$ cat config.mk
export PLATFORM = sky130hd
export DESIGN_NAME = row_run_length_encoder_top
export DESIGN_NICKNAME = d
export VERILOG_FILES = /design/src/rtl/rlre_pkg.sv /design/src/rtl/row_run_length_encoder_top.sv /design/src/rtl/rlre_core.sv /design/src/rtl/rlre_queue.sv
export SDC_FILE = /design/constraint.sdc
export NUM_CORES = 1
export LEC_CHECK = 0
export BUFFER_PORTS_ARGS = -buffer_cell sky130_fd_sc_hd__buf_2
export CELL_PAD_IN_SITES_DETAIL_PLACEMENT = 0
export CELL_PAD_IN_SITES_GLOBAL_PLACEMENT = 1
export CORE_ASPECT_RATIO = 0.75
export CORE_MARGIN = 2
export CORE_UTILIZATION = 54
export DETAILED_ROUTE_END_ITERATION = 10
export MAX_ROUTING_LAYER = met4
export PLACE_DENSITY_LB_ADDON = 0.25
export SLEW_MARGIN = 30
export SYNTH_ARGS = -nofsm -noshare
export SYNTH_HDL_FRONTEND = slang
export SYNTH_SLANG_ARGS = --single-unit
$ cat constraint.sdc
create_clock -name clk -period 11.74 [get_ports clk]
set_clock_uncertainty 0.15 [all_clocks]
set_input_delay 1.174 -clock clk [delete_from_list [all_inputs] [get_ports clk]]
set_output_delay 1.174 -clock clk [all_outputs]
set_load 0.01 [all_outputs]
$ cat src/rtl/rlre_pkg.sv
// Shared types and constants for the row run-length encoder.
`default_nettype none

package rlre_pkg;

    // Fixed field widths of the channels and the configuration port.
    localparam int VALUE_W     = 16;
    localparam int COUNT_W     = 8;
    localparam int TALLY_W     = 16;
    localparam int CFG_INDEX_W = 2;
    localparam int CFG_DATA_W  = 8;

    // Defaults for the top-level parameters.
    localparam int DEF_VALUE_WIDTH = 16;
    localparam int DEF_MAX_ROW_LEN = 255;

    // One element can close a run, close its row and close the array.
    localparam int RESULTS_MAX = 3;
    localparam int QUEUE_DEPTH = 8;

    // Register indexes of the configuration port.
    localparam logic [CFG_INDEX_W-1:0] REG_ROW_LENGTH = 2'd0;
    localparam logic [CFG_INDEX_W-1:0] REG_ROW_TOTAL  = 2'd1;

    // Codes of the kind field.
    localparam logic KIND_RUN     = 1'b0;
    localparam logic KIND_VERDICT = 1'b1;

    // One result item as it leaves the block.
    typedef struct packed {
        logic               kind;
        logic [VALUE_W-1:0] run_value;
        logic [COUNT_W-1:0] run_count;
        logic               row_end;
        logic [TALLY_W-1:0] total_runs;
        logic               compressible;
        logic               last;
    } result_t;

    // Results produced by one element, packed from slot 0 upward.
    typedef struct packed {
        logic [1:0]                    count;
        result_t [RESULTS_MAX-1:0]     slot;
    } push_t;

endpackage

`default_nettype wire

$ cat src/rtl/row_run_length_encoder_top.sv
// Top level of the row run-length encoder.
// Elements enter one per cycle in row-major order; each transfer updates the
// run state in the same clock edge and pushes zero to three results (a run
// closed by a value change, the run that closes the row, and the verdict
// after the last row) into an eight-entry result queue. Results leave in order,
// one per cycle while out_ready is high. The input stays ready while at least
// three queue entries are free, so a stream sustains one element per cycle as
// long as it produces on average no more than one result per element and the
// consumer keeps taking them. The user writes row_length and row_total through
// the configuration port only while no element is in flight; the block does not
// enforce this. Zero acts as one.
`default_nettype none

module row_run_length_encoder_top #(
    parameter int VALUE_WIDTH = rlre_pkg::DEF_VALUE_WIDTH,
    parameter int MAX_ROW_LEN = rlre_pkg::DEF_MAX_ROW_LEN
) (
    input  wire logic                             clk,
    input  wire logic                             rst_n,
    input  wire logic                             cfg_write_en,
    input  wire logic [rlre_pkg::CFG_INDEX_W-1:0] cfg_index,
    input  wire logic [rlre_pkg::CFG_DATA_W-1:0]  cfg_data,
    input  wire logic                             in_valid,
    output logic                                  in_ready,
    input  wire logic [rlre_pkg::VALUE_W-1:0]     value,
    output logic                                  out_valid,
    input  wire logic                             out_ready,
    output logic                                  kind,
    output logic [rlre_pkg::VALUE_W-1:0]          run_value,
    output logic [rlre_pkg::COUNT_W-1:0]          run_count,
    output logic                                  row_end,
    output logic [rlre_pkg::TALLY_W-1:0]          total_runs,
    output logic                                  compressible,
    output logic                                  last
);
    import rlre_pkg::*;

    push_t   push;
    result_t head;
    logic    in_fire;

    assign in_fire = in_valid && in_ready;

    // Run state and result formation.
    rlre_core #(
        .VALUE_WIDTH (VALUE_WIDTH),
        .MAX_ROW_LEN (MAX_ROW_LEN)
    ) u_core (
        .clk          (clk),
        .rst_n        (rst_n),
        .cfg_write_en (cfg_write_en),
        .cfg_index    (cfg_index),
        .cfg_data     (cfg_data),
        .in_fire      (in_fire),
        .value        (value),
        .push         (push)
    );

    // Result queue between the encoder and the output channel.
    rlre_queue u_queue (
        .clk        (clk),
        .rst_n      (rst_n),
        .push       (push),
        .space_ok   (in_ready),
        .head_valid (out_valid),
        .head_taken (out_ready),
        .head       (head)
    );

    // Output fields straight from the queue head.
    assign kind         = head.kind;
    assign run_value    = head.run_value;
    assign run_count    = head.run_count;
    assign row_end      = head.row_end;
    assign total_runs   = head.total_runs;
    assign compressible = head.compressible;
    assign last         = head.last;

endmodule

`default_nettype wire

$ cat src/rtl/rlre_core.sv
// Encoder state, configuration registers and per-element result logic.
`default_nettype none

module rlre_core #(
    parameter int VALUE_WIDTH = rlre_pkg::DEF_VALUE_WIDTH,
    parameter int MAX_ROW_LEN = rlre_pkg::DEF_MAX_ROW_LEN
) (
    input  wire logic                             clk,
    input  wire logic                             rst_n,
    input  wire logic                             cfg_write_en,
    input  wire logic [rlre_pkg::CFG_INDEX_W-1:0] cfg_index,
    input  wire logic [rlre_pkg::CFG_DATA_W-1:0]  cfg_data,
    input  wire logic                             in_fire,
    input  wire logic [rlre_pkg::VALUE_W-1:0]     value,
    output rlre_pkg::push_t                       push
);
    import rlre_pkg::*;

    // Only the low bits of an element are kept and compared.
    localparam int KEEP_W = (VALUE_WIDTH < VALUE_W) ? VALUE_WIDTH : VALUE_W;
    localparam logic [COUNT_W-1:0] MAX_LEN = COUNT_W'(MAX_ROW_LEN);
    localparam logic [COUNT_W-1:0] CNT_ONE = COUNT_W'(1);
    localparam logic [COUNT_W-1:0] CNT_TOP = '1;
    localparam logic [TALLY_W-1:0] TALLY_TOP = '1;

    logic [COUNT_W-1:0] row_length_reg;
    logic [COUNT_W-1:0] row_total_reg;

    logic [KEEP_W-1:0]  held_value_reg,  held_value_next;
    logic [COUNT_W-1:0] run_length_reg,  run_length_next;
    logic [COUNT_W-1:0] column_pos_reg,  column_pos_next;
    logic [COUNT_W-1:0] row_pos_reg,     row_pos_next;
    logic [TALLY_W-1:0] run_tally_reg,   run_tally_next;

    logic [KEEP_W-1:0]  elem;
    logic [COUNT_W-1:0] len_eff;
    logic [COUNT_W-1:0] rows_eff;
    logic [TALLY_W-1:0] elem_total;
    logic               emit_change;
    logic               emit_row;
    logic               emit_verdict;
    logic [KEEP_W-1:0]  row_value;
    logic [COUNT_W-1:0] row_count;
    logic [TALLY_W-1:0] verdict_tally;
    logic [1:0]         n_results;
    result_t            change_res;
    result_t            row_res;
    result_t            verdict_res;

    // Build a run item from a kept value and its count.
    function automatic result_t make_run(input logic [KEEP_W-1:0] v,
                                         input logic [COUNT_W-1:0] cnt,
                                         input logic rend);
        result_t r;
        r              = '0;
        r.kind         = KIND_RUN;
        r.run_value[KEEP_W-1:0] = v;
        r.run_count    = cnt;
        r.row_end      = rend;
        return r;
    endfunction

    // Configuration register writes.
    always_ff @(posedge clk or negedge rst_n)
    begin
        if (!rst_n)
        begin
            row_length_reg <= 8'd7;
            row_total_reg  <= 8'd3;
        end
        else if (cfg_write_en)
        begin
            unique case (cfg_index)
                REG_ROW_LENGTH: row_length_reg <= cfg_data;
                REG_ROW_TOTAL:  row_total_reg  <= cfg_data;
                default:        ;
            endcase
        end
    end

    // Sizes in use: zero acts as one, and the row length is capped.
    always_comb
    begin
        len_eff = (row_length_reg == '0) ? CNT_ONE : row_length_reg;
        if (len_eff > MAX_LEN)
        begin
            len_eff = MAX_LEN;
        end
        rows_eff   = (row_total_reg == '0) ? CNT_ONE : row_total_reg;
        elem_total = {{(TALLY_W-COUNT_W){1'b0}}, len_eff}
                   * {{(TALLY_W-COUNT_W){1'b0}}, rows_eff};
    end

    // Run tracking for one element: value change, row close, array close.
    always_comb
    begin
        elem            = value[KEEP_W-1:0];
        held_value_next = held_value_reg;
        run_length_next = run_length_reg;
        column_pos_next = column_pos_reg;
        row_pos_next    = row_pos_reg;
        run_tally_next  = run_tally_reg;
        emit_change     = 1'b0;
        emit_row        = 1'b0;
        emit_verdict    = 1'b0;

        if (column_pos_reg == '0 || run_length_reg == '0)
        begin
            held_value_next = elem;
            run_length_next = CNT_ONE;
        end
        else if (elem == held_value_reg)
        begin
            if (run_length_reg != CNT_TOP)
            begin
                run_length_next = run_length_reg + CNT_ONE;
            end
        end
        else
        begin
            emit_change = 1'b1;
            if (run_tally_reg != TALLY_TOP)
            begin
                run_tally_next = run_tally_reg + TALLY_W'(1);
            end
            held_value_next = elem;
            run_length_next = CNT_ONE;
        end

        if (column_pos_reg != CNT_TOP)
        begin
            column_pos_next = column_pos_reg + CNT_ONE;
        end

        row_value     = held_value_next;
        row_count     = run_length_next;
        verdict_tally = '0;

        if (column_pos_next >= len_eff)
        begin
            emit_row = 1'b1;
            if (run_tally_next != TALLY_TOP)
            begin
                run_tally_next = run_tally_next + TALLY_W'(1);
            end
            column_pos_next = '0;
            run_length_next = '0;
            if (row_pos_reg != CNT_TOP)
            begin
                row_pos_next = row_pos_reg + CNT_ONE;
            end
            if (row_pos_next >= rows_eff)
            begin
                emit_verdict   = 1'b1;
                verdict_tally  = run_tally_next;
                row_pos_next   = '0;
                run_tally_next = '0;
            end
        end
    end

    // Pack the results of this element into consecutive slots.
    always_comb
    begin
        change_res = make_run(held_value_reg, run_length_reg, 1'b0);
        row_res    = make_run(row_value, row_count, 1'b1);

        verdict_res              = '0;
        verdict_res.kind         = KIND_VERDICT;
        verdict_res.total_runs   = verdict_tally;
        verdict_res.compressible = (verdict_tally < elem_total);

        n_results = {1'b0, emit_change} + {1'b0, emit_row} + {1'b0, emit_verdict};

        push.count   = in_fire ? n_results : 2'd0;
        push.slot[0] = emit_change ? change_res : row_res;
        push.slot[1] = emit_change ? row_res : verdict_res;
        push.slot[2] = verdict_res;
        for (int i = 0; i < RESULTS_MAX; i++)
        begin
            push.slot[i].last = (2'(i) == n_results - 2'd1);
        end
    end

    // State advances only on an input transfer.
    always_ff @(posedge clk or negedge rst_n)
    begin
        if (!rst_n)
        begin
            held_value_reg <= '0;
            run_length_reg <= '0;
            column_pos_reg <= '0;
            row_pos_reg    <= '0;
            run_tally_reg  <= '0;
        end
        else if (in_fire)
        begin
            held_value_reg <= held_value_next;
            run_length_reg <= run_length_next;
            column_pos_reg <= column_pos_next;
            row_pos_reg    <= row_pos_next;
            run_tally_reg  <= run_tally_next;
        end
    end

endmodule

`default_nettype wire

$ cat src/rtl/rlre_queue.sv
// Result queue: takes up to three results a cycle, hands out one.
`default_nettype none

module rlre_queue (
    input  wire logic             clk,
    input  wire logic             rst_n,
    input  wire rlre_pkg::push_t  push,
    output logic                  space_ok,
    output logic                  head_valid,
    input  wire logic             head_taken,
    output rlre_pkg::result_t     head
);
    import rlre_pkg::*;

    localparam int PTR_W = $clog2(QUEUE_DEPTH);
    localparam int CNT_W = $clog2(QUEUE_DEPTH + 1);
    localparam logic [CNT_W-1:0] ROOM_LIMIT = CNT_W'(QUEUE_DEPTH - RESULTS_MAX);

    result_t           mem [QUEUE_DEPTH];
    logic [PTR_W-1:0]  wr_ptr_reg, wr_ptr_next;
    logic [PTR_W-1:0]  rd_ptr_reg, rd_ptr_next;
    logic [CNT_W-1:0]  fill_reg,   fill_next;
    logic              pop;

    // Room for a whole element's worth of results keeps the input open.
    assign space_ok   = (fill_reg <= ROOM_LIMIT);
    assign head_valid = (fill_reg != '0);
    assign head       = mem[rd_ptr_reg];
    assign pop        = head_valid && head_taken;

    always_comb
    begin
        wr_ptr_next = wr_ptr_reg + PTR_W'(push.count);
        rd_ptr_next = rd_ptr_reg + PTR_W'(pop);
        fill_next   = fill_reg + CNT_W'(push.count) - CNT_W'(pop);
    end

    // Entry storage, written at consecutive slots from the write pointer.
    always_ff @(posedge clk)
    begin
        for (int i = 0; i < RESULTS_MAX; i++)
        begin
            if (2'(i) < push.count)
            begin
                mem[wr_ptr_reg + PTR_W'(i)] <= push.slot[i];
            end
        end
    end

    // Pointers and fill level.
    always_ff @(posedge clk or negedge rst_n)
    begin
        if (!rst_n)
        begin
            wr_ptr_reg <= '0;
            rd_ptr_reg <= '0;
            fill_reg   <= '0;
        end
        else
        begin
            wr_ptr_reg <= wr_ptr_next;
            rd_ptr_reg <= rd_ptr_next;
            fill_reg   <= fill_next;
        end
    end

endmodule

`default_nettype wire

==> Word-level counts from Yosys, hierarchy flattened <==
Memory sizes are Yosys's and may differ from the RTL's.
Index checks and enable logic that the tools add are counted.
{ "word_totals": {"regBits": 82, "latch_bits": 0, "ramBits": 352, "romBits": 0, "out_inout_bits": 46, "word_cells": 92, "mem_count": 1} }
{ "mem_list": {"columns": ["name", "depth", "word_bits", "read_ports", "rd_ports_with_merged_regs", "write_ports", "line_no", "text"], "rows": [
  ["u_queue.mem", 8, 44, 1, 0, 3, "rlre_queue.sv:19", "result_t mem [QUEUE_DEPTH];"]
]} }
{ "classes": {"addsub": 14, "multipliers": 1, "div_mod_pow": 0, "magnitude_cmp": 8, "eq_ne": 9, "shift": 0, "n_mux": 36, "bitwise_logic": 0, "n_reduce_logical": 13} }
{ "op_table": {"columns": ["cell", "count"], "rows": [
  ["$mux 16", 10],
  ["$mux 8", 12],
  ["$mux 44", 1],
  ["$mux 43", 1],
  ["$add 16x1->16 const B", 2],
  ["$logic_not 8->1", 4],
  ["$ne 16x16->1 const B", 2],
  ["$add 8x1->8 const B", 3],
  ["$ne 8x8->1 const B", 3],
  ["$eq 16x16->1", 1],
  ["$ge 8x8->1", 2],
  ["$lt 16x16->1", 1],
  ["$mul 8x8->16", 1],
  ["$mux 1", 11],
  ["$gt 8x8->1 const B", 1],
  ["$reduce_and 2->1", 3],
  ["$add 4x2->4", 1],
  ["$le 4x3->1 const B", 1],
  ["$logic_not 2->1", 2],
  ["$lt 1x2->1 const A", 2],
  ["$reduce_bool 4->1", 1],
  ["$sub 4x1->4", 1],
  ["$add 3x1->3", 1],
  ["$add 3x1->3 const B", 1],
  ["other kinds (12)", 13]
]} }

==> Logic depth before layout (Yosys ltp) <==
Gate-level depths: netlist of the first run.
{ "depth": {"word_depth": 14, "ltp_mapped": 29, "depth_no_buf": 27} }

==> Cells and area by module <==
From an unflattened synthesis of the first run, not the netlist that was laid out.
{ "hier_totals": {"hier_cells": 3568, "hier_area_um2": 32839.0} }
{ "modules_own_cells": {"columns": ["mod", "instances", "cells_per_inst", "area_each_um2", "seq_area_each_um2"], "rows": [
  ["rlre_queue", 1, 2514, 24398.4, 10820.4],
  ["rlre_core", 1, 1053, 8434.3, 1808.0],
  ["row_run_length_encoder_top", 1, 1, 6.3, 0.0]
]} }

==> Worst setup path after synthesis of the first run <==
No wires, ideal clock.
{ "synth_timing": {"path_kind": "reg-to-reg", "from": "register u_core.row_length_reg[2]", "to": "memory u_queue.mem[0][1] in the netlist's numbering (data pin)", "setup_time_ns": 0.256, "t_arrival_ns": 6.677, "required_time_ns": 11.334, "slack_ns": 4.657, "path_stages_with_launch": 27, "path_buffers": 0, "cell_sequence": "dfstp_2 > clkinv_1 > a41oi_1 > inv_1 > nand2_1 > fa_1 > fa_1 > inv_1 > fa_1 > inv_1 > fa_1 > inv_1 > ha_1 > inv_1 > o21bai_1 > a21oi_1 > nor2b_1 > o21a_1 > o31a_1 > o41ai_1 > xnor2_1 > ha_1 > nand4_1 > nor4_1 > nand3_1 > o211ai_4 > and4bb_1"} }
{ "synth_lines": {"columns": ["item", "line_no", "text"], "rows": [
  ["start, declared", "rlre_core.sv:26", "logic [COUNT_W-1:0] row_length_reg;"],
  ["start signal, assigned", "rlre_core.sv:74", "REG_ROW_LENGTH: row_length_reg <= cfg_data;"],
  ["end, declared", "rlre_queue.sv:19", null]
]} }

==> impl_metrics.json, run 1 <==
{
  "routabilityCongestion": 0.932,
  "clk_pin_slew_ns": 0.07,
  "p_leak_nw": 10.8,
  "first_global_vias": 19100,
  "n_antenna_cell": 0,
  "setup_repair_after_global_routing_missed_its_margin": "false",
  "synth-edff-count": 144,
  "critical_path.startpoint_type": "flop",
  "drv_cap": 0,
  "power_mw": 7.21,
  "cp_max_fo": 10,
  "detailed_place_hpwl_um": 50200,
  "final-max-slew-violation-count": 0,
  "detailroute.via_count": 19500,
  "fp.coreArea_um2": 44300,
  "worstMarginPinSlew_ns": 1.14,
  "biggest_cell_delay_along_the_critical_path_ns": 0.89,
  "highest_layer": "met4",
  "root_buffer": "sky130_fd_sc_hd__clkbuf_16",
  "critical_path_buf_inv_count": 6,
  "place.port_buffers": 76,
  "initial_standard_cell_utilization_of_the_core_pct": 54.4,
  "critical_path.slowest_cell": "sky130_fd_sc_hd__a41oi_1",
  "most_used_cell_along_the_critical_path": "sky130_fd_sc_hd__inv_1",
  "routed-wl-met3_um": 8600,
  "cellPowerDensity_nw_per_um2": 271,
  "synth_cells": 2306,
  "r2r.worst_path.cells": 26,
  "synth.avg_cell_area_um2": 10.5,
  "detail_route.wl_per_cell_um": 25.5,
  "setup-tns-final_ns": 0,
  "regToRegStartpoint": "u_core.row_length_reg[2]",
  "synth_warnings": 0,
  "drt_iter0_drc": 2336,
  "regToRegEndpoint": "u_queue.mem[0][1]",
  "r2r_slack_ns": 3.32,
  "synthFlopType": "sky130_fd_sc_hd__dfxtp_1",
  "post-route-drc-count": 0,
  "die-area_um2": 46400,
  "synth_seq_cells": 434,
  "post_cts.repair.setup_buffers": 0,
  "mappedNetlistArea_um2": 24100,
  "cp_top_family": "adder cells",
  "cts_sinks": 434,
  "cts_tree": "yes",
  "die_height_um": 187,
  "tritoncts.num_buffers": 44,
  "clock_latency_ns": 0.56,
  "post-synth-top-area-cell": "sky130_fd_sc_hd__edfxtp_1",
  "endpoint": "u_queue.mem[0][1]",
  "synth_top_area_share_pct": 17.9,
  "final-hold-violation-count": 0,
  "ys_top_cells_by_area": "sky130_fd_sc_hd__edfxtp_1 (18%), sky130_fd_sc_hd__dfxtp_1 (17%), sky130_fd_sc_hd__mux4_2 (8.2%), sky130_fd_sc_hd__dfrtp_1 (8.0%), sky130_fd_sc_hd__nor2_1 (5.7%)",
  "cts.htree.levels": 2,
  "ant_nets": 0,
  "final_net_count": 2520,
  "cts_buffer_depth": 3,
  "mappedNetlistNets": 2468,
  "detailroute.wirelength.met2_um": 32500,
  "critPathCaptureType": "flop",
  "setup_viol": 0,
  "vdd_ir_drop_max_mv": 0.183,
  "yosysUniqueCellTypes": 98,
  "syn2layout_area_growth_pct": 10.4,
  "avgViaCountPerCell": 6.54,
  "critical_path_depth": 26,
  "grt_util_all_layers_pct": 33.6,
  "worstPathArrival_ns": 8.58,
  "number_of_resized_instances_in_the_post_cts_repair_step": 0,
  "crit_type": "reg -> reg",
  "rows": 67,
  "min-delay-path-class": "reg -> reg",
  "route.layer.met1.wl_um": 33200,
  "fp.dieW_um": 248,
  "grt.overflow.total": 0,
  "largest_register_ffs": 352,
  "timing.critical_path.required_ns": 11.89,
  "synth_sequential_area_ratio_pct": 43.7,
  "fmax_ghz": 0.119,
  "relSlewSlack_pct": 23.8,
  "ios": 77,
  "fin_util_pct": 60.0,
  "fin_crit_ns": 8.42,
  "drive_gt1_share_pct": 17.7,
  "grt_antenna_before_repair": 0,
  "postCtsHoldBufs": 0,
  "timing.final.crit_share_pct": 71.7,
  "timing.critical_path.from": "u_core.row_length_reg[2]",
  "finalWirelength_um": 76000,
  "firstDrtPassIters": 8,
  "pin_count_of_the_biggest_net_entering_global_routing": 61,
  "grt_pass1_wl_um": 115000,
  "status": "finished, final reports clean",
  "async_reset_ff_share_pct": 18.9
}
cell usage in the layout, fill, tap and decap left out, types with 14 or more instances in the layout:
master / synthesis / final
sky130_fd_sc_hd__buf_2: 15 / 75
sky130_fd_sc_hd__xor2_1: 37 / 37
sky130_fd_sc_hd__o22ai_1: 61 / 61
sky130_fd_sc_hd__a22oi_1: 15 / 15
sky130_fd_sc_hd__ha_1: 92 / 92
sky130_fd_sc_hd__mux2i_1: 29 / 29
sky130_fd_sc_hd__nand3_1: 53 / 53
sky130_fd_sc_hd__a21oi_1: 103 / 102
sky130_fd_sc_hd__inv_1: 104 / 100
sky130_fd_sc_hd__buf_4: 2 / 50
sky130_fd_sc_hd__nor3_1: 37 / 34
sky130_fd_sc_hd__mux2_2: 74 / 74
sky130_fd_sc_hd__o221ai_1: 51 / 51
sky130_fd_sc_hd__a221o_1: 21 / 21
sky130_fd_sc_hd__dfrtp_1: 77 / 74
sky130_fd_sc_hd__a22o_1: 63 / 63
sky130_fd_sc_hd__o211ai_1: 14 / 14
sky130_fd_sc_hd__o21ai_0: 39 / 39
sky130_fd_sc_hd__nand2_1: 208 / 205
sky130_fd_sc_hd__dfxtp_1: 208 / 208
sky130_fd_sc_hd__nand2b_1: 20 / 20
sky130_fd_sc_hd__edfxtp_1: 144 / 144
sky130_fd_sc_hd__mux4_2: 88 / 88
sky130_fd_sc_hd__nor2_1: 364 / 357
sky130_fd_sc_hd__fa_1: 39 / 39
sky130_fd_sc_hd__xnor2_1: 26 / 25
sky130_fd_sc_hd__clkbuf_16: 0 / 45
cell usage after synthesis (all sizes together) (37+ instances only):
cell,instances
a21oi,105
a22o,63
buf,38
clkbuf,82
dfrtp,77
dfxtp,208
edfxtp,144
fa,39
ha,92
inv,106
mux2,74
mux4,88
nand2,208
nand3,56
nor2,364
nor3,42
o21ai,47
o221ai,51
o22ai,62
xor2,37
final cells by class:
type / count / area, um^2
multi-input cells: 1637 / 12700
repair buffers: 126 / 771
well taps: 586 / 733
clock inverters: 18 / 190
clock buffers: 61 / 1280
flip-flops and latches: 434 / 10600
fillers: 3720 / 17700
inverters: 115 / 432
through the flow:
step | worst slack, ns | hold WS, ns | cells | area (um^2)
floorplan | 4.66 | 0.277 | 2306 | 24100
global placement | 3.61 | 0.287 | 2897 | 25100
detailed placement | 3.49 | 0.291 | 2897 | 25100
CTS | 3.45 | 0.302 | 2976 | 26600
global route | 2.95 | 0.318 | 2977 | 26600
finish | 3.32 | 0.302 | 2977 | 26600
logic make-up (layout without fill, tap and decap cells):
kind of cell / Yosys count / after routing / share of synthesized area [%]
fa+ha+maj: 131 / 131 / 8.01
buf+inv: 235 / 320 / 3.99
xor+xnor: 67 / 67 / 2.56
simple gates: 779 / 779 / 14.4
flops: 434 / 434 / 43.7
compound gates: 468 / 468 / 14.3
mux: 192 / 192 / 12.9
worst reg2reg max path, cell delays in order, from the launching register on:
cell                       delay (ns)
sky130_fd_sc_hd__dfstp_2         0.53
sky130_fd_sc_hd__clkinv_1        0.24
sky130_fd_sc_hd__a41oi_1         0.89
sky130_fd_sc_hd__inv_1           0.16
sky130_fd_sc_hd__nand2_1         0.16
sky130_fd_sc_hd__fa_1            0.43
sky130_fd_sc_hd__fa_1            0.56
sky130_fd_sc_hd__inv_1           0.06
sky130_fd_sc_hd__fa_1            0.52
sky130_fd_sc_hd__inv_1           0.05
sky130_fd_sc_hd__fa_1            0.53
sky130_fd_sc_hd__inv_1           0.05
sky130_fd_sc_hd__ha_1            0.30
sky130_fd_sc_hd__inv_1           0.09
sky130_fd_sc_hd__o21bai_1        0.08
sky130_fd_sc_hd__a21oi_1         0.23
sky130_fd_sc_hd__nor2b_1         0.07
sky130_fd_sc_hd__o21a_1          0.19
sky130_fd_sc_hd__o31a_1          0.25
sky130_fd_sc_hd__o41ai_1         0.31
sky130_fd_sc_hd__xnor2_1         0.16
sky130_fd_sc_hd__ha_1            0.32
sky130_fd_sc_hd__nand4_1         0.14
sky130_fd_sc_hd__nor4_1          0.84
sky130_fd_sc_hd__nand3_1         0.24
sky130_fd_sc_hd__o211ai_4        0.35
sky130_fd_sc_hd__and4bb_1        0.27
worst min path at each step:
stage                        from                 end  slack, ns  depth (start not counted)
5_1_grt        u_queue.mem[1][18]  u_queue.mem[1][18]       0.32                          2
3_3_place_gp   u_queue.mem[6][30]  u_queue.mem[6][30]       0.29                          2
6_report       u_queue.mem[1][18]  u_queue.mem[1][18]       0.30                          2
4_1_cts        u_queue.mem[1][18]  u_queue.mem[1][18]       0.30                          2
3_5_place_dp   u_queue.mem[6][37]  u_queue.mem[6][37]       0.29                          2
2_1_floorplan  u_queue.mem[2][36]  u_queue.mem[2][36]       0.28                          2
per-layer routing:
metal | GRT usage, % | vias to the layer above
met5 | - | -
li1 | - | 8580
met2 | 46.5 | 1111
met4 | 8.15 | 0
met1 | 49.3 | 9655
met3 | 8.52 | 138
report_power, final:
| group | total, mW | switching, mW | internal [mW] |
|---|---|---|---|
| Combinational | 3.51 | 2.11 | 1.40 |
| Sequential | 2.26 | 0.317 | 1.94 |
| Clock | 1.44 | 0.614 | 0.830 |
Power figures use the tool's default switching activity.
==> run 2, diff against run 1 <==
--- a/config.mk
+++ b/config.mk
@@ -10,7 +10,7 @@
 export CELL_PAD_IN_SITES_GLOBAL_PLACEMENT = 1
 export CORE_ASPECT_RATIO = 0.75
 export CORE_MARGIN = 2
-export CORE_UTILIZATION = 54
+export CORE_UTILIZATION = 46
 export DETAILED_ROUTE_END_ITERATION = 10
 export MAX_ROUTING_LAYER = met4
 export PLACE_DENSITY_LB_ADDON = 0.25
==> constraint.sdc (replaced) <==
create_clock -name clk -period 7.58 [get_ports clk]
set_clock_uncertainty 0.15 [all_clocks]
set_input_delay 0.758 -clock clk [delete_from_list [all_inputs] [get_ports clk]]
set_output_delay 0.758 -clock clk [all_outputs]
set_load 0.01 [all_outputs]
==> impl_metrics.json, run 2 (same netlist as run 1, synthesis figures left out) <==
{
  "setup_slack_ns": 0.447,
  "cellPowerDensity_nw_per_um2": 415,
  "regToRegEndpoint": "u_queue.mem[0][1]",
  "final-hold-violation-count": 0,
  "cts_tree": "yes",
  "clock_latency_ns": 0.60,
  "pin_count_of_the_biggest_net_entering_global_routing": 71,
  "fmax_ghz": 0.140,
  "final_net_count": 2560,
  "highest_layer": "met4",
  "cp_max_fo": 11,
  "routed-wl-met3_um": 7110,
  "cts_sinks": 434,
  "rows": 72,
  "final-max-slew-violation-count": 0,
  "timing.final.crit_share_pct": 94.1,
  "min-delay-path-class": "in -> reg",
  "fill_count": 4695,
  "drv_cap": 0,
  "detailroute.wirelength.met2_um": 32400,
  "mostFrequentLayoutCell": "sky130_fd_sc_hd__nor2_1",
  "vdd_ir_drop_max_mv": 0.232,
  "timing.critical_path.from": "u_core.row_length_reg[1]",
  "setup_viol": 0,
  "grt_antenna_before_repair": 0,
  "ios": 77,
  "cts_buffer_depth": 3,
  "root_buffer": "sky130_fd_sc_hd__clkbuf_16",
  "r2r_slack_ns": 0.45,
  "setup_repair_after_global_routing_missed_its_margin": "false",
  "cts.htree.levels": 2,
  "tritoncts.num_buffers": 45,
  "drive_gt1_share_pct": 18.5,
  "avgViaCountPerCell": 6.18,
  "place.port_buffers": 76,
  "r2r.worst_path.cells": 27,
  "n_antenna_cell": 0,
  "drt_iter0_drc": 2020,
  "fp.coreArea_um2": 51700,
  "initial_standard_cell_utilization_of_the_core_pct": 46.6,
  "syn2layout_area_growth_pct": 12.3,
  "crit_type": "reg -> reg",
  "fin_crit_ns": 7.13,
  "p_leak_nw": 11.0,
  "fp.dieW_um": 268,
  "worstMarginPinSlew_ns": 0.991,
  "timing.critical_path.required_ns": 7.78,
  "status": "finished, final reports clean",
  "critPathCaptureType": "flop",
  "route.layer.met1.wl_um": 35000,
  "detail_route.wl_per_cell_um": 24.3,
  "ant_nets": 0,
  "clk_pin_slew_ns": 0.06,
  "finalWirelength_um": 76300,
  "grt.overflow.total": 0,
  "post-route-drc-count": 0,
  "first_global_vias": 18900,
  "dpl_worst_slack_ns": 0.449,
  "regToRegStartpoint": "u_core.row_length_reg[1]",
  "grt_pass1_wl_um": 116000,
  "critical_path.startpoint_type": "flop",
  "detailroute.via_count": 19400,
  "layout.cells.most_common_list": "sky130_fd_sc_hd__nor2_1 (361), sky130_fd_sc_hd__dfxtp_1 (208), sky130_fd_sc_hd__nand2_1 (207)",
  "detailed_place_hpwl_um": 51900,
  "largest_register_ffs": 352,
  "relSlewSlack_pct": 33.7,
  "die_height_um": 202,
  "die-area_um2": 54300,
  "worstPathArrival_ns": 7.33,
  "grt_util_all_layers_pct": 29.2,
  "endpoint": "u_queue.mem[0][1]",
  "firstDrtPassIters": 6,
  "routabilityCongestion": 0.944,
  "setup-tns-final_ns": 0
}
run 2: per-layer routing:
| layer | global-route usage [%] | up-vias |
|---|---|---|
| li1 | - | 8661 |
| met1 | 42.4 | 9688 |
| met2 | 41.1 | 882 |
| met3 | 6.40 | 134 |
| met4 | 7.40 | 0 |
| met5 | - | - |
run 2: report_power, final:
| group | switching (mW) | internal [mW] |
|---|---|---|
| registers | 0.463 | 3.00 |
| clock network | 0.988 | 1.31 |
| logic | 3.26 | 2.21 |
run 2: worst min path at each step:
stage,slack (ns),cells after the start,end,from
6_report,0.25,3,u_core.row_length_reg[3],cfg_data[3]
5_1_grt,0.25,3,u_core.row_length_reg[3],cfg_data[3]
4_1_cts,0.23,3,u_core.row_length_reg[3],cfg_data[3]
3_5_place_dp,0.29,2,u_queue.mem[2][42],u_queue.mem[2][42]
3_3_place_gp,0.29,2,u_queue.mem[5][39],u_queue.mem[5][39]
2_1_floorplan,0.28,2,u_queue.mem[2][36],u_queue.mem[2][36]
run 2: cell type report:
cell class / count / area, um^2 / area share [%]
Clock inverter: 19 / 225 / 0.832
Inverter: 115 / 432 / 1.59
Sequential cell: 434 / 10600 / 39.0
Tap cell: 703 / 880 / 3.25
Multi-Input combinational cell: 1637 / 12600 / 46.7
Timing Repair Buffer: 165 / 1070 / 3.95
Clock buffer: 63 / 1260 / 4.67
run 2: worst max-delay path, stage by stage, from the launching register on:
cell	delay [ns]
sky130_fd_sc_hd__dfstp_2	0.52
sky130_fd_sc_hd__inv_1	0.16
sky130_fd_sc_hd__a41oi_1	0.30
sky130_fd_sc_hd__buf_4	0.23
sky130_fd_sc_hd__nor2_1	0.07
sky130_fd_sc_hd__fa_1	0.45
sky130_fd_sc_hd__fa_1	0.49
sky130_fd_sc_hd__ha_1	0.29
sky130_fd_sc_hd__inv_1	0.05
sky130_fd_sc_hd__fa_1	0.52
sky130_fd_sc_hd__inv_1	0.04
sky130_fd_sc_hd__ha_1	0.33
sky130_fd_sc_hd__a21o_1	0.17
sky130_fd_sc_hd__a21oi_1	0.23
sky130_fd_sc_hd__o21bai_1	0.09
sky130_fd_sc_hd__a21oi_1	0.22
sky130_fd_sc_hd__nor2b_1	0.07
sky130_fd_sc_hd__o21a_1	0.19
sky130_fd_sc_hd__o31a_1	0.28
sky130_fd_sc_hd__o41ai_2	0.28
sky130_fd_sc_hd__xnor2_1	0.13
sky130_fd_sc_hd__ha_1	0.31
sky130_fd_sc_hd__nand4_1	0.12
sky130_fd_sc_hd__nor4_1	0.28
sky130_fd_sc_hd__buf_4	0.18
sky130_fd_sc_hd__nand3_1	0.14
sky130_fd_sc_hd__o211ai_4	0.34
sky130_fd_sc_hd__and4bb_1	0.25
run 2: repair_timing:
item / in CTS / in global routing
hold endpoints to repair: 11 / 0
resized for setup: 0 / 1
setup endpoints to repair: 0 / 1
hold buffers: 1 / 0
buffers inserted: 0 / 2
run 2: through the flow:
stage          hold WS, ns  total power, mW  cell area [um^2]  instances  util [%]
3_5_place_dp         0.294             8.89             25500       3051      49.4
6_report             0.249             11.2             27100       3136      52.3
2_1_floorplan        0.277             7.20             24100       2306         -
4_1_cts              0.235             11.2             27000       3134      52.3
5_1_grt              0.254             12.0             27100       3136      52.3
3_3_place_gp         0.287             8.79             25500       3051      49.4
==> run 3, diff against run 2 <==
--- a/config.mk
+++ b/config.mk
@@ -10,7 +10,7 @@
 export CELL_PAD_IN_SITES_GLOBAL_PLACEMENT = 1
 export CORE_ASPECT_RATIO = 0.75
 export CORE_MARGIN = 2
-export CORE_UTILIZATION = 46
+export CORE_UTILIZATION = 54
 export DETAILED_ROUTE_END_ITERATION = 10
 export MAX_ROUTING_LAYER = met4
 export PLACE_DENSITY_LB_ADDON = 0.25
==> constraint.sdc (replaced) <==
create_clock -name clk -period 8.3 [get_ports clk]
set_clock_uncertainty 0.15 [all_clocks]
set_input_delay 0.83 -clock clk [delete_from_list [all_inputs] [get_ports clk]]
set_output_delay 0.83 -clock clk [all_outputs]
set_load 0.01 [all_outputs]
==> impl_metrics.json, run 3 (same netlist as run 1, synthesis figures left out) <==
{
  "status": "finished, final reports clean",
  "mostFrequentLayoutCell": "sky130_fd_sc_hd__nor2_1",
  "endpoint": "u_queue.mem[0][1]",
  "post_cts.repair.setup_buffers": 0,
  "rows": 67,
  "largest_register_ffs": 352,
  "clock_latency_ns": 0.58,
  "grt.overflow.total": 0,
  "critical_path.startpoint_type": "flop",
  "finalWirelength_um": 76300,
  "r2r.worst_path.cells": 25,
  "initial_standard_cell_utilization_of_the_core_pct": 54.4,
  "clk_pin_slew_ns": 0.06,
  "cp_max_fo": 9,
  "first_global_vias": 19000,
  "drive_gt1_share_pct": 18.1,
  "p_leak_nw": 10.9,
  "final-max-slew-violation-count": 0,
  "hold-path-cell-count": 2,
  "setup_repair_after_global_routing_missed_its_margin": "false",
  "layout.cells.most_common_list": "sky130_fd_sc_hd__nor2_1 (359), sky130_fd_sc_hd__dfxtp_1 (208), sky130_fd_sc_hd__nand2_1 (207)",
  "regToRegStartpoint": "u_core.row_total_reg[3]",
  "place.port_buffers": 76,
  "detailroute.via_count": 19700,
  "final-hold-violation-count": 0,
  "detailed_place_hpwl_um": 50200,
  "n_antenna_cell": 0,
  "cellPowerDensity_nw_per_um2": 379,
  "r2r_slack_ns": 1.09,
  "relSlewSlack_pct": 29.9,
  "worstPathArrival_ns": 7.39,
  "ant_nets": 0,
  "timing.critical_path.required_ns": 8.48,
  "timing.critical_path.from": "u_core.row_total_reg[3]",
  "cts_buffer_depth": 3,
  "min-delay-path-class": "reg -> reg",
  "regToRegEndpoint": "u_queue.mem[0][1]",
  "syn2layout_area_growth_pct": 10.9,
  "fmax_ghz": 0.139,
  "crit_type": "reg -> reg",
  "critPathCaptureType": "flop",
  "timing.final.crit_share_pct": 86.9,
  "grt_antenna_before_repair": 0,
  "grt_pass1_wl_um": 116000,
  "fill_count": 3610,
  "cts_sinks": 434,
  "drt_iter0_drc": 2455,
  "avgViaCountPerCell": 6.55,
  "final_net_count": 2545,
  "cts.htree.levels": 2,
  "routabilityCongestion": 0.947,
  "die_height_um": 187,
  "cts_tree": "yes",
  "grt_util_all_layers_pct": 33.8,
  "tritoncts.num_buffers": 45,
  "fp.coreArea_um2": 44300,
  "fin_util_pct": 60.3,
  "post-route-drc-count": 0,
  "worstMarginPinSlew_ns": 1.04,
  "vdd_ir_drop_max_mv": 0.236,
  "detail_route.wl_per_cell_um": 25.4,
  "pin_count_of_the_biggest_net_entering_global_routing": 67,
  "die-area_um2": 46400,
  "fin_crit_ns": 7.21,
  "drv_cap": 0,
  "firstDrtPassIters": 7,
  "setup-tns-final_ns": 0,
  "power_mw": 10.1,
  "setup_viol": 0,
  "fp.dieW_um": 248,
  "root_buffer": "sky130_fd_sc_hd__clkbuf_16",
  "ios": 77
}
==> run 3: changes by cell type in the layout (fill, tap and decap cells not counted), sizes merged <==
cell | before | now
buf | 164 | 149
inv | 108 | 111
clkinvlp | 1 | 0
clkinv | 21 | 18
bufinv | 4 | 1
clkbuf | 63 | 66
==> run 3: critical path: stages (launching register included) <==
cell and delay (ns):
sky130_fd_sc_hd__dfrtp_1 0.36, sky130_fd_sc_hd__clkinv_1 0.30, sky130_fd_sc_hd__a41oi_1 0.88, sky130_fd_sc_hd__nor2_1 0.12, sky130_fd_sc_hd__fa_1 0.48, sky130_fd_sc_hd__ha_1 0.29, sky130_fd_sc_hd__inv_1 0.05, sky130_fd_sc_hd__fa_1 0.52
sky130_fd_sc_hd__inv_1 0.07, sky130_fd_sc_hd__fa_1 0.46, sky130_fd_sc_hd__a21o_1 0.19, sky130_fd_sc_hd__a21oi_1 0.23, sky130_fd_sc_hd__o21bai_1 0.09, sky130_fd_sc_hd__a21oi_1 0.22, sky130_fd_sc_hd__nor2b_1 0.07, sky130_fd_sc_hd__o21a_1 0.19
sky130_fd_sc_hd__o31a_1 0.25, sky130_fd_sc_hd__o41ai_1 0.30, sky130_fd_sc_hd__xnor2_1 0.13, sky130_fd_sc_hd__ha_1 0.30, sky130_fd_sc_hd__nand4_1 0.14, sky130_fd_sc_hd__nor4_1 0.29, sky130_fd_sc_hd__buf_4 0.18, sky130_fd_sc_hd__nand3_1 0.12
sky130_fd_sc_hd__o211ai_4 0.34, sky130_fd_sc_hd__and4bb_1 0.26
==> run 3: area by class of cell <==
cell class                 count  area (um^2)  share of cell area, %
multi-input combinational   1637        12600                   47.3
sequential                   434        10600                   39.5
clock buffer                  66         1310                   4.89
timing repair buffer         150          945                   3.53
tap                          586          733                   2.74
inverter                     115          432                   1.61
clock inverter                15          129                  0.482
==> run 3: power by group <==
group / total [mW] / leakage (nW) / internal (mW) / switching (mW)
combinational: 4.93 / 6.12 / 2.00 / 2.93
clock: 2.00 / 0.711 / 1.13 / 0.874
sequential: 3.20 / 4.07 / 2.74 / 0.456
==> run 3: what timing repair did <==
| item | in CTS | in global routing |
|---|---|---|
| hold endpoints to repair | 11 | 0 |
| endpoints found under the setup margin | 0 | 0 |
| gates resized for setup | 0 | 0 |
| hold buffers | 1 | 0 |
==> run 3: per-stage QoR <==
stage	hold slack [ns]	instance area [um^2]	instances	setup slack, ns
2_1_floorplan	0.277	24100	2306	1.22
3_3_place_gp	0.287	25300	2921	1.14
3_5_place_dp	0.291	25300	2921	1.07
4_1_cts	0.302	26700	3003	1.06
5_1_grt	0.322	26700	3003	0.566
6_report	0.302	26700	3003	1.09
==> run 3: metal layers <==
layer / global-route usage (%) / part of all wire, % / vias to the layer above
met5: - / 0 / -
li1: - / - / 8653
met3: 7.27 / 12 / 134
met2: 47.4 / 43 / 1134
met1: 50.4 / 44 / 9752
met4: 6.56 / 2.0 / 0
==> run 3: worst min path at each step <==
stage,end,startpoint
final,u_queue.mem[1][18],u_queue.mem[1][18]
after CTS,u_queue.mem[1][18],u_queue.mem[1][18]
after global placement,u_queue.mem[3][36],u_queue.mem[3][36]
after floorplan,u_queue.mem[2][36],u_queue.mem[2][36]
after global routing,u_queue.mem[1][18],u_queue.mem[1][18]
after detailed placement,u_queue.mem[6][37],u_queue.mem[6][37]
